$ cat src/rau_pkg.sv
// Shared codes for the rational arithmetic unit.
package rau_pkg;

    localparam int REQ_W = 3;
    localparam int CMP_W = 2;
    localparam int STS_W = 2;

    // request codes
    localparam logic [REQ_W-1:0] OP_REDUCE = 3'd0;
    localparam logic [REQ_W-1:0] OP_ADD    = 3'd1;
    localparam logic [REQ_W-1:0] OP_SUB    = 3'd2;
    localparam logic [REQ_W-1:0] OP_MUL    = 3'd3;
    localparam logic [REQ_W-1:0] OP_DIV    = 3'd4;
    localparam logic [REQ_W-1:0] OP_CMP    = 3'd5;

    // compare codes
    localparam logic [CMP_W-1:0] CMP_EQ = 2'd0;
    localparam logic [CMP_W-1:0] CMP_LT = 2'd1;
    localparam logic [CMP_W-1:0] CMP_GT = 2'd2;

    // status codes
    localparam logic [STS_W-1:0] STS_OK   = 2'd0;
    localparam logic [STS_W-1:0] STS_ZERO = 2'd1;
    localparam logic [STS_W-1:0] STS_OVF  = 2'd2;

endpackage

$ cat src/rau_req_if.sv
// Request channel: operation code and two fractions.
interface rau_req_if import rau_pkg::*; #(parameter int DATA_WIDTH = 32);
    logic                         valid;
    logic                         ready;
    logic        [REQ_W-1:0]      req_type;
    logic signed [DATA_WIDTH-1:0] a_num;
    logic signed [DATA_WIDTH-1:0] a_den;
    logic signed [DATA_WIDTH-1:0] b_num;
    logic signed [DATA_WIDTH-1:0] b_den;

    modport source (output valid, req_type, a_num, a_den, b_num, b_den, input ready);
    modport sink   (input valid, req_type, a_num, a_den, b_num, b_den, output ready);
endinterface

$ cat src/rau_rsp_if.sv
// Response channel: result fraction, compare code and status.
interface rau_rsp_if import rau_pkg::*; #(parameter int DATA_WIDTH = 32);
    logic                         valid;
    logic                         ready;
    logic signed [DATA_WIDTH-1:0] res_num;
    logic signed [DATA_WIDTH-1:0] res_den;
    logic        [CMP_W-1:0]      cmp_result;
    logic        [STS_W-1:0]      status;

    modport source (output valid, res_num, res_den, cmp_result, status, input ready);
    modport sink   (input valid, res_num, res_den, cmp_result, status, output ready);
endinterface

$ cat src/rational_arith_unit.sv
// Rational arithmetic unit: sequencer around one shared add/subtract unit.
//
//   channel  dir  handshake        payload
//   i_req    in   valid/ready      req_type, a_num, a_den, b_num, b_den
//   o_rsp    out  valid/ready      res_num, res_den, cmp_result, status
//
// W = DATA_WIDTH. Add/sub runs binary GCD, g shift-back, two restoring
// divisions and three shift-add products; reduce stops after the divisions;
// multiply/divide run three products and compare two; errors and unused
// codes go straight to write-back. One (W+1)-bit adder/subtractor serves
// the GCD subtract, division and product steps.
// Synchronous active-low reset clears the sequencer and output valid.
// i_req is taken only while idle; a result held by o_rsp stalls only the
// final write-back, so the next transaction may already be accepted.
module rational_arith_unit import rau_pkg::*; #(
    parameter int DATA_WIDTH = 32
) (
    input  logic    i_clk,
    input  logic    i_rst_n,
    rau_req_if.sink i_req,
    rau_rsp_if.source o_rsp
);

    localparam int W  = DATA_WIDTH;
    localparam int CW = $clog2(DATA_WIDTH);
    localparam int SW = 2 * DATA_WIDTH + 2;

    localparam logic [2:0] S_IDLE = 3'd0;
    localparam logic [2:0] S_GCD  = 3'd1;
    localparam logic [2:0] S_GSH  = 3'd2;
    localparam logic [2:0] S_DIV  = 3'd3;
    localparam logic [2:0] S_MLD  = 3'd4;
    localparam logic [2:0] S_MUL  = 3'd5;
    localparam logic [2:0] S_FIN  = 3'd6;

    logic [2:0]       r_state;
    logic [REQ_W-1:0] r_op;
    logic             r_zero, r_unused;
    logic [W-1:0]     r_an, r_ad, r_bn, r_bd;
    logic             r_an_s, r_ad_s, r_bn_s, r_bd_s;
    logic [W-1:0]     r_ga, r_gb;
    logic [CW-1:0]    r_k, r_cnt;
    logic [W-1:0]     r_rem, r_dq, r_q0, r_q1;
    logic             r_didx;
    logic [1:0]       r_midx;
    logic [W-1:0]     r_ma, r_mb;
    logic [2*W-1:0]   r_prod, r_p0, r_p1, r_p2;

    logic             r_ovalid;
    logic [W-1:0]     r_res_num, r_res_den;
    logic [CMP_W-1:0] r_cmp;
    logic [STS_W-1:0] r_sts;

    // input decode
    logic [W-1:0] in_an, in_ad, in_bn, in_bd;
    logic         in_zero, in_unused;

    always_comb begin
        in_an = i_req.a_num[W-1] ? (~$unsigned(i_req.a_num) + 1'b1) : $unsigned(i_req.a_num);
        in_ad = i_req.a_den[W-1] ? (~$unsigned(i_req.a_den) + 1'b1) : $unsigned(i_req.a_den);
        in_bn = i_req.b_num[W-1] ? (~$unsigned(i_req.b_num) + 1'b1) : $unsigned(i_req.b_num);
        in_bd = i_req.b_den[W-1] ? (~$unsigned(i_req.b_den) + 1'b1) : $unsigned(i_req.b_den);
        in_unused = (i_req.req_type > OP_CMP);
        in_zero   = (in_ad == '0)
                  || ((i_req.req_type != OP_REDUCE) && (in_bd == '0))
                  || ((i_req.req_type == OP_DIV) && (in_bn == '0));
    end

    assign i_req.ready = (r_state == S_IDLE);

    // shared adder/subtractor
    logic [W:0] au_x, au_y, au_r;
    logic       au_sub;

    always_comb begin
        au_x   = '0;
        au_y   = '0;
        au_sub = 1'b0;
        unique case (r_state)
            S_GCD: begin
                au_x   = {1'b0, r_ga};
                au_y   = {1'b0, r_gb};
                au_sub = 1'b1;
            end
            S_DIV: begin
                au_x   = {r_rem, r_dq[W-1]};
                au_y   = {1'b0, r_ga};
                au_sub = 1'b1;
            end
            S_MUL: begin
                au_x = {1'b0, r_prod[2*W-1:W]};
                au_y = r_mb[0] ? {1'b0, r_ma} : '0;
            end
            default: begin
                au_x = '0;
            end
        endcase
        au_r = au_x + (au_sub ? ~au_y : au_y) + {{W{1'b0}}, au_sub};
    end

    // product operand select
    logic [W-1:0] c_ma, c_mb;
    logic         is_addsub;
    assign is_addsub = (r_op == OP_ADD) || (r_op == OP_SUB);

    always_comb begin
        c_ma = '0;
        c_mb = '0;
        unique case (r_midx)
            2'd0: begin
                c_ma = r_an;
                c_mb = is_addsub ? r_q0 : ((r_op == OP_MUL) ? r_bn : r_bd);
            end
            2'd1: begin
                if (is_addsub) begin
                    c_ma = r_bn;
                    c_mb = r_q1;
                end else if (r_op == OP_CMP) begin
                    c_ma = r_bn;
                    c_mb = r_ad;
                end
            end
            2'd2: begin
                c_ma = r_ad;
                c_mb = is_addsub ? r_q0 : ((r_op == OP_DIV) ? r_bn : r_bd);
            end
            default: begin
                c_ma = '0;
            end
        endcase
    end

    // final combine
    logic             s0, s1, s2;
    logic [SW-1:0]    e0, e1, e2, v0, v1, f_sum, f_den_full;
    logic [W+2:0]     f_hi_n, f_hi_d;
    logic             f_fit, f_neg, f_nz, f_flip, f_lt, f_gt;
    logic [W-1:0]     f_num, f_den;
    logic [CMP_W-1:0] f_cmp;
    logic [STS_W-1:0] f_sts;

    always_comb begin
        s0 = r_an_s ^ ((r_op == OP_MUL) ? r_bn_s : r_bd_s);
        s1 = r_bn_s ^ r_ad_s ^ ((r_op == OP_SUB) || (r_op == OP_CMP));
        s2 = r_ad_s ^ ((r_op == OP_DIV) ? r_bn_s : r_bd_s);
        e0 = {2'b00, r_p0};
        e1 = {2'b00, r_p1};
        e2 = {2'b00, r_p2};
        v0 = s0 ? (~e0 + 1'b1) : e0;
        v1 = s1 ? (~e1 + 1'b1) : e1;
        f_sum      = v0 + v1;
        f_den_full = s2 ? (~e2 + 1'b1) : e2;
        f_hi_n = f_sum[SW-1:W-1];
        f_hi_d = f_den_full[SW-1:W-1];
        f_fit  = ((&f_hi_n) || !(|f_hi_n)) && ((&f_hi_d) || !(|f_hi_d));
        f_neg  = f_sum[SW-1];
        f_nz   = |f_sum;
        f_flip = r_ad_s ^ r_bd_s;
        f_lt   = f_flip ? (!f_neg && f_nz) : f_neg;
        f_gt   = f_flip ? f_neg : (!f_neg && f_nz);

        f_num = '0;
        f_den = '0;
        f_cmp = CMP_EQ;
        f_sts = STS_OK;
        priority if (r_unused) begin
            f_sts = STS_OK;
        end else if (r_zero) begin
            f_sts = STS_ZERO;
        end else if (r_op == OP_REDUCE) begin
            f_num = r_an_s ? (~r_q0 + 1'b1) : r_q0;
            f_den = r_ad_s ? (~r_q1 + 1'b1) : r_q1;
        end else if (r_op == OP_CMP) begin
            f_cmp = f_lt ? CMP_LT : (f_gt ? CMP_GT : CMP_EQ);
        end else begin
            f_num = f_sum[W-1:0];
            f_den = f_den_full[W-1:0];
            f_sts = f_fit ? STS_OK : STS_OVF;
        end
    end

    logic [W-1:0] dq_next;
    assign dq_next = {r_dq[W-2:0], !au_r[W]};

    // result register loads when empty or draining this cycle
    logic fin_load;
    assign fin_load = (r_state == S_FIN) && (!r_ovalid || o_rsp.ready);

    always_ff @(posedge i_clk) begin
        if (!i_rst_n) begin
            r_state  <= S_IDLE;
            r_ovalid <= 1'b0;
        end else begin
            if (fin_load) begin
                r_ovalid <= 1'b1;
            end else if (o_rsp.ready) begin
                r_ovalid <= 1'b0;
            end
            unique case (r_state)
                S_IDLE: begin
                    if (i_req.valid) begin
                        r_op     <= i_req.req_type;
                        r_zero   <= in_zero;
                        r_unused <= in_unused;
                        r_an     <= in_an;
                        r_ad     <= in_ad;
                        r_bn     <= in_bn;
                        r_bd     <= in_bd;
                        r_an_s   <= i_req.a_num[W-1];
                        r_ad_s   <= i_req.a_den[W-1];
                        r_bn_s   <= i_req.b_num[W-1];
                        r_bd_s   <= i_req.b_den[W-1];
                        r_k      <= '0;
                        r_midx   <= 2'd0;
                        r_ga     <= (i_req.req_type == OP_REDUCE) ? in_an : in_ad;
                        r_gb     <= (i_req.req_type == OP_REDUCE) ? in_ad : in_bd;
                        if (in_unused || in_zero) begin
                            r_state <= S_FIN;
                        end else if (i_req.req_type <= OP_SUB) begin
                            r_state <= S_GCD;
                        end else begin
                            r_state <= S_MLD;
                        end
                    end
                end
                S_GCD: begin
                    // binary gcd, one step per cycle
                    if ((r_ga == '0) || (r_gb == '0)) begin
                        r_ga    <= r_ga | r_gb;
                        r_state <= S_GSH;
                    end else if (!r_ga[0] && !r_gb[0]) begin
                        r_ga <= r_ga >> 1;
                        r_gb <= r_gb >> 1;
                        r_k  <= r_k + 1'b1;
                    end else if (!r_ga[0]) begin
                        r_ga <= r_ga >> 1;
                    end else if (!r_gb[0]) begin
                        r_gb <= r_gb >> 1;
                    end else if (!au_r[W]) begin
                        r_ga <= au_r[W-1:0];
                    end else begin
                        r_ga <= r_gb;
                        r_gb <= r_ga;
                    end
                end
                S_GSH: begin
                    if (r_k == '0) begin
                        r_dq    <= (r_op == OP_REDUCE) ? r_an : r_bd;
                        r_rem   <= '0;
                        r_cnt   <= CW'(W - 1);
                        r_didx  <= 1'b0;
                        r_state <= S_DIV;
                    end else begin
                        r_ga <= r_ga << 1;
                        r_k  <= r_k - 1'b1;
                    end
                end
                S_DIV: begin
                    if (r_cnt != '0) begin
                        r_rem <= au_r[W] ? au_x[W-1:0] : au_r[W-1:0];
                        r_dq  <= dq_next;
                        r_cnt <= r_cnt - 1'b1;
                    end else if (!r_didx) begin
                        r_q0   <= dq_next;
                        r_dq   <= r_ad;
                        r_rem  <= '0;
                        r_cnt  <= CW'(W - 1);
                        r_didx <= 1'b1;
                    end else begin
                        r_q1    <= dq_next;
                        r_midx  <= 2'd0;
                        r_state <= (r_op == OP_REDUCE) ? S_FIN : S_MLD;
                    end
                end
                S_MLD: begin
                    r_ma    <= c_ma;
                    r_mb    <= c_mb;
                    r_prod  <= '0;
                    r_cnt   <= CW'(W - 1);
                    r_state <= S_MUL;
                end
                S_MUL: begin
                    r_prod <= {au_r, r_prod[W-1:1]};
                    r_mb   <= r_mb >> 1;
                    r_cnt  <= r_cnt - 1'b1;
                    if (r_cnt == '0) begin
                        unique case (r_midx)
                            2'd0:    r_p0 <= {au_r, r_prod[W-1:1]};
                            2'd1:    r_p1 <= {au_r, r_prod[W-1:1]};
                            default: r_p2 <= {au_r, r_prod[W-1:1]};
                        endcase
                        if ((r_midx == 2'd2) || ((r_op == OP_CMP) && (r_midx == 2'd1))) begin
                            r_state <= S_FIN;
                        end else begin
                            r_midx  <= r_midx + 1'b1;
                            r_state <= S_MLD;
                        end
                    end
                end
                S_FIN: begin
                    if (fin_load) begin
                        r_res_num <= f_num;
                        r_res_den <= f_den;
                        r_cmp     <= f_cmp;
                        r_sts     <= f_sts;
                        r_state   <= S_IDLE;
                    end
                end
                default: begin
                    r_state <= S_IDLE;
                end
            endcase
        end
    end

    assign o_rsp.valid      = r_ovalid;
    assign o_rsp.res_num    = $signed(r_res_num);
    assign o_rsp.res_den    = $signed(r_res_den);
    assign o_rsp.cmp_result = r_cmp;
    assign o_rsp.status     = r_sts;

endmodule
$ cat src/flat_wrapper.sv
// flat-port wrapper written by rule: the top's interface ports become plain ports
module rational_arith_unit_flat import rau_pkg::*;
#(
    parameter int DATA_WIDTH = 32
)
  (i_clk, i_rst_n, i_req_valid, i_req_req_type, i_req_a_num, i_req_a_den, i_req_b_num, i_req_b_den, i_req_ready, o_rsp_valid, o_rsp_res_num, o_rsp_res_den, o_rsp_cmp_result, o_rsp_status, o_rsp_ready);
  rau_req_if #(.DATA_WIDTH(DATA_WIDTH)) i_req_i ();
  rau_rsp_if #(.DATA_WIDTH(DATA_WIDTH)) o_rsp_i ();
  input  logic i_clk;
  input  logic i_rst_n;
  input wire logic [$bits(i_req_i.valid)-1:0] i_req_valid;
  input wire logic [$bits(i_req_i.req_type)-1:0] i_req_req_type;
  input wire logic [$bits(i_req_i.a_num)-1:0] i_req_a_num;
  input wire logic [$bits(i_req_i.a_den)-1:0] i_req_a_den;
  input wire logic [$bits(i_req_i.b_num)-1:0] i_req_b_num;
  input wire logic [$bits(i_req_i.b_den)-1:0] i_req_b_den;
  output wire logic [$bits(i_req_i.ready)-1:0] i_req_ready;
  output wire logic [$bits(o_rsp_i.valid)-1:0] o_rsp_valid;
  output wire logic [$bits(o_rsp_i.res_num)-1:0] o_rsp_res_num;
  output wire logic [$bits(o_rsp_i.res_den)-1:0] o_rsp_res_den;
  output wire logic [$bits(o_rsp_i.cmp_result)-1:0] o_rsp_cmp_result;
  output wire logic [$bits(o_rsp_i.status)-1:0] o_rsp_status;
  input wire logic [$bits(o_rsp_i.ready)-1:0] o_rsp_ready;
  assign i_req_i.valid = i_req_valid;
  assign i_req_i.req_type = i_req_req_type;
  assign i_req_i.a_num = i_req_a_num;
  assign i_req_i.a_den = i_req_a_den;
  assign i_req_i.b_num = i_req_b_num;
  assign i_req_i.b_den = i_req_b_den;
  assign i_req_ready = i_req_i.ready;
  assign o_rsp_valid = o_rsp_i.valid;
  assign o_rsp_res_num = o_rsp_i.res_num;
  assign o_rsp_res_den = o_rsp_i.res_den;
  assign o_rsp_cmp_result = o_rsp_i.cmp_result;
  assign o_rsp_status = o_rsp_i.status;
  assign o_rsp_i.ready = o_rsp_ready;
  rational_arith_unit #(.DATA_WIDTH(DATA_WIDTH)) u_core (.i_clk(i_clk), .i_rst_n(i_rst_n), .i_req(i_req_i), .o_rsp(o_rsp_i));
endmodule
$ cat config.mk
export PLATFORM = sky130hd
export DESIGN_NAME = rational_arith_unit_flat
export DESIGN_NICKNAME = d
export VERILOG_FILES = /design/src/rau_pkg.sv /design/src/rau_req_if.sv /design/src/rau_rsp_if.sv /design/src/rational_arith_unit.sv /design/src/flat_wrapper.sv
export SDC_FILE = /design/constraint.sdc
export NUM_CORES = 2
export LEC_CHECK = 0
export CORE_MARGIN = 10
export CORE_UTILIZATION = 59
export CTS_CLUSTER_DIAMETER = 30
export DETAILED_ROUTE_END_ITERATION = 7
export DONT_BUFFER_PORTS = 1
export PLACE_DENSITY = 0.76
export SYNTH_ARGS = -nofsm -noshare
export SYNTH_HDL_FRONTEND = slang
export SYNTH_SLANG_ARGS = --single-unit
$ cat constraint.sdc
create_clock -name i_clk -period 8.2 [get_ports i_clk]
set_input_delay 0.41 -clock i_clk [delete_from_list [all_inputs] [get_ports i_clk]]
set_output_delay 0.41 -clock i_clk [all_outputs]
set_load 0.05 [all_outputs]
==> summary.md <==
| Metric | Value |
|---|---|
| Root buf cell | `clkbuf_16` |
| Post-synthesis xor/xnor area fraction | `0.0853` |
| Leading area contributor after synthesis | `edfxtp_1` |
| Synth Cell Area | `46800 um^2` |
| Fin Setup TNS | `0 ns` |
| Final Non-Filler Cells | `5963` |
| Syn Inst Count | `4767` |
| Max rail drop VDD | `0.290 mV` |
| Max_slew headroom | `0.170` |
| PwrDens | `368 nW/um^2` |
| Crit path DAT | `7.79 ns` |
| Initial core utilization | `0.594` |
| Post-route cell area | `53800 um^2` |
| DRT iter0 DRCs | `6468` |
| DR WL/cell | `27.8 um` |
| Final Critical Period | `7.37 ns` |
| Post-synthesis mux area share | `0.0348` |
| Largest net degree at the start of global routing | `93` |
| Placement Cell Area | `47800 um^2` |
| RSZ-0062 raised after global routing | `no` |
| CP max stage cell | `or4_1` |
| Initial antenna violation count | `1` |
| Vias in the first global route | `39100` |
| Max Cap Viol | `0` |
| CP bufs+invs | `0` |
| Leakage power | `0.0192 uW` |
| FFs w/ async S/R, synth | `0` |
| Post-synthesis compound-gate area fraction | `0.179` |
| Mapped Avg Cell Area | `9.83 um^2` |
| Placed cells | `5596` |
| Synth Area in Adders | `0.0320` |
| Worst-path cell chain | `or4_1 > or3_1 > or4_1 > nor2_1 > nand2_1 > or4_1 > nor2_1 > and2_1 > nand3_1 > o31ai_1 > xnor2_1 > ha_1 > a21oi_1 > o21ai_0 > a221oi_1 > o21ai_0 > a31oi_1 > xnor2_1 > nand2_1 > nor3_1 > nand4_1 > or4_1 > mux2i_1 > a21oi_1` |
| Grt ovf | `0` |
| Final Hold Violating Endpoints | `0` |
| DR vias | `41400` |
| IO Pins | `205` |
| Max Slew Vio Count | `0` |
| Fmax | `136 MHz` |
| Core ar. | `78900 um^2` |
| Gp weighted congestion | `1.02` |
| Post-DRT Antenna Nets | `0` |
| First-pass GRT wire length | `246000 um` |
| Synthesized netlist net count | `5020` |
| Synth top area share | `0.467` |
| Gr usage total | `0.354` |
| Chip Width | `302 um` |
| Status | `finished, violations left` |
| Tcrit/Tclk final | `0.899` |
| Ys Warns | `0` |
| Syn-to-layout area delta | `14.9%` |
| Failing checks | `DRC` |
| Most common cell on crit path | `or4_1` |
| Number of flops mapped to enable cells by yosys | `729` |
| Die height | `302 um` |
| Nets@finish | `5046` |
| Req. time, crit path | `8.62 ns` |
| Share of cells above drive strength 1 | `0.0863` |
| Register area share after synthesis | `0.469` |
| Synth area leaders | `edfxtp_1, xnor2_1, a21oi_1` |
| CP Max Fanout | `12` |
| Setup CP Type | `reg2reg` |
| Count of distinct cell types in the synthesized netlist | `87` |
| Worst-Skew Late Latency | `0.74 ns` |
| Post-synthesis simple-gate area fraction | `0.168` |
| CTS H-tree depth | `4` |
| I/O Buffers | `0` |
| Worst setup EP type | `register` |
| Clock transition at the registers of the reported paths | `0.06 ns` |
| Finish-stage setup viols | `0` |
| Via density | `6.95` |
| #FFs+latches synth | `733` |
| Hold Crit Class | `in2reg` |
| Main synth FF type | `edfxtp_1` |
| Total wire length | `166000 um` |
| DR pass1 iterations | `8` |
| Site Rows | `103` |
| Number of CTS-inserted buffers | `143` |
| Residual DRC | `2` |
| CTS Sinks | `733` |
| CP top delay family | `simple AND/OR/NAND/NOR gates` |
| Clock skew | `0.0580 ns` |
| Worst path max stage delay | `0.61 ns` |
| Crit start category | `register` |
| Largest family of logic cells by synthesized area | `compound AO/OA/AOI/OAI gates` |
| Max clock buf depth | `3` |
| TritonCTS clock tree | `yes` |
| Detailed placement HPWL | `118000 um` |
| Worst-margin pin slew | `1.24 ns` |
| Full die area | `91100 um^2` |
==> final timing paths <==
path | from | endpoint | slack (ns) | cells past startpoint
worst max-delay path | u_core.r_p1[14] | u_core.o_rsp.status[1] | 0.83 | 24
worst min-delay path | i_req_b_num[31] | u_core.r_bn[18] | 0.02 | 2
worst min register to register | u_core.r_dq[22] | u_core.r_q0[23] | 0.47 | 0
worst max register to register | u_core.r_p1[14] | u_core.o_rsp.status[1] | 0.83 | 24
==> registers in the layout, summed over array words and instances, names as in the netlist, 63 cells and up <==
name	cells
u_core.r_p0	64
u_core.r_prod	63
u_core.r_p1	64
u_core.r_p2	64
==> synth_stat cells (all sizes together) (45+ instances only) <==
cell	number
edfxtp	729
nand2	485
nor2	394
a21oi	375
clkbuf	262
o21ai	259
xnor2	256
xor2	200
mux2i	118
ha	115
inv	109
a31oi	93
nor3	89
o31ai	88
nor4	81
nor2b	79
and3	73
a21o	66
and2	65
o22ai	61
or4	60
nand4	57
or3	57
a221oi	50
nand2b	48
nand3	47
a211oi	46
a22oi	45
o41ai	45
==> stage by stage <==
stage	hold WS (ns)	util	power, uW	setup slack, ns
2_1_floorplan	0.440	-	10800	0.270
3_3_place_gp	0.455	0.606	13400	1.07
3_5_place_dp	0.472	0.606	13400	0.915
4_1_cts	0.0000355	0.682	19500	0.839
5_1_grt	0.0110	0.682	20600	0.207
6_report	0.0234	0.682	19800	0.828
==> layout make-up <==
type,instances,area (um^2)
Clock inverter,102,1280
Tap cell,1050,1310
Timing Repair Buffer,170,1540
Sequential cell,733,22000
Antenna cell,1,2.50
Fill cell,5881,25000
Clock buffer,162,3710
Inverter,111,417
Multi-Input combinational cell,3634,23600
==> power breakdown <==
part / internal (uW) / switching [uW] / total, uW / leakage, uW
clock network: 3880 / 2120 / 6000 / 0.00240
logic: 2690 / 5520 / 8210 / 0.0101
registers: 4970 / 648 / 5610 / 0.00673
total: 11500 / 8290 / 19800 / 0.0192
==> placed cells by master, fill, tap and decap left out, types with 77 or more instances in the layout <==
master         Yosys  final
edfxtp_1         729    729
nand2_1          485    482
nor2_1           393    384
a21oi_1          374    374
o21ai_0          258    258
xnor2_1          256    252
xor2_1           200    197
clkbuf_16          0    145
mux2i_1          118    118
ha_1             115    114
inv_1            109    109
dlygate4sd3_1      0    102
a31oi_1           93     92
o31ai_1           86     86
nor3_1            89     80
nor4_1            79     77
nor2b_1           79     77
==> layer usage <==
layer	GRT usage	share of wire
met5	0	0
met4	0.201	0.067
met3	0.0815	0.12
met2	0.539	0.44
met1	0.462	0.37
==> timing repair <==
item	CTS	global route
endpoints found under the hold margin	107	1
gates resized for setup	0	0
setup endpoints to repair	0	0
setup buffers	0	0
hold buffers	101	1
==> worst register-to-register path: cells and delay by family, from the launching register on <==
family | cells | cell delay (ns)
AO/OA/AOI/OAI | 7 | 1.67
XOR/XNOR | 2 | 0.29
adder cells (fa/ha/maj) | 1 | 0.48
flip-flops | 1 | 0.45
multiplexers | 1 | 0.14
AND/OR/NAND/NOR | 13 | 4.01
==> kinds of logic (layout without fill, tap and decap cells) <==
logic type	count (synthesis)	count (layout)
fa+ha+maj	118	118
compound gates	1309	1309
buf+inv	400	545
flops	733	733
xor+xnor	456	456
mux	158	158
other cells	0	1
simple gates	1593	1593
No activity file was read; power rests on OpenSTA's default activity.
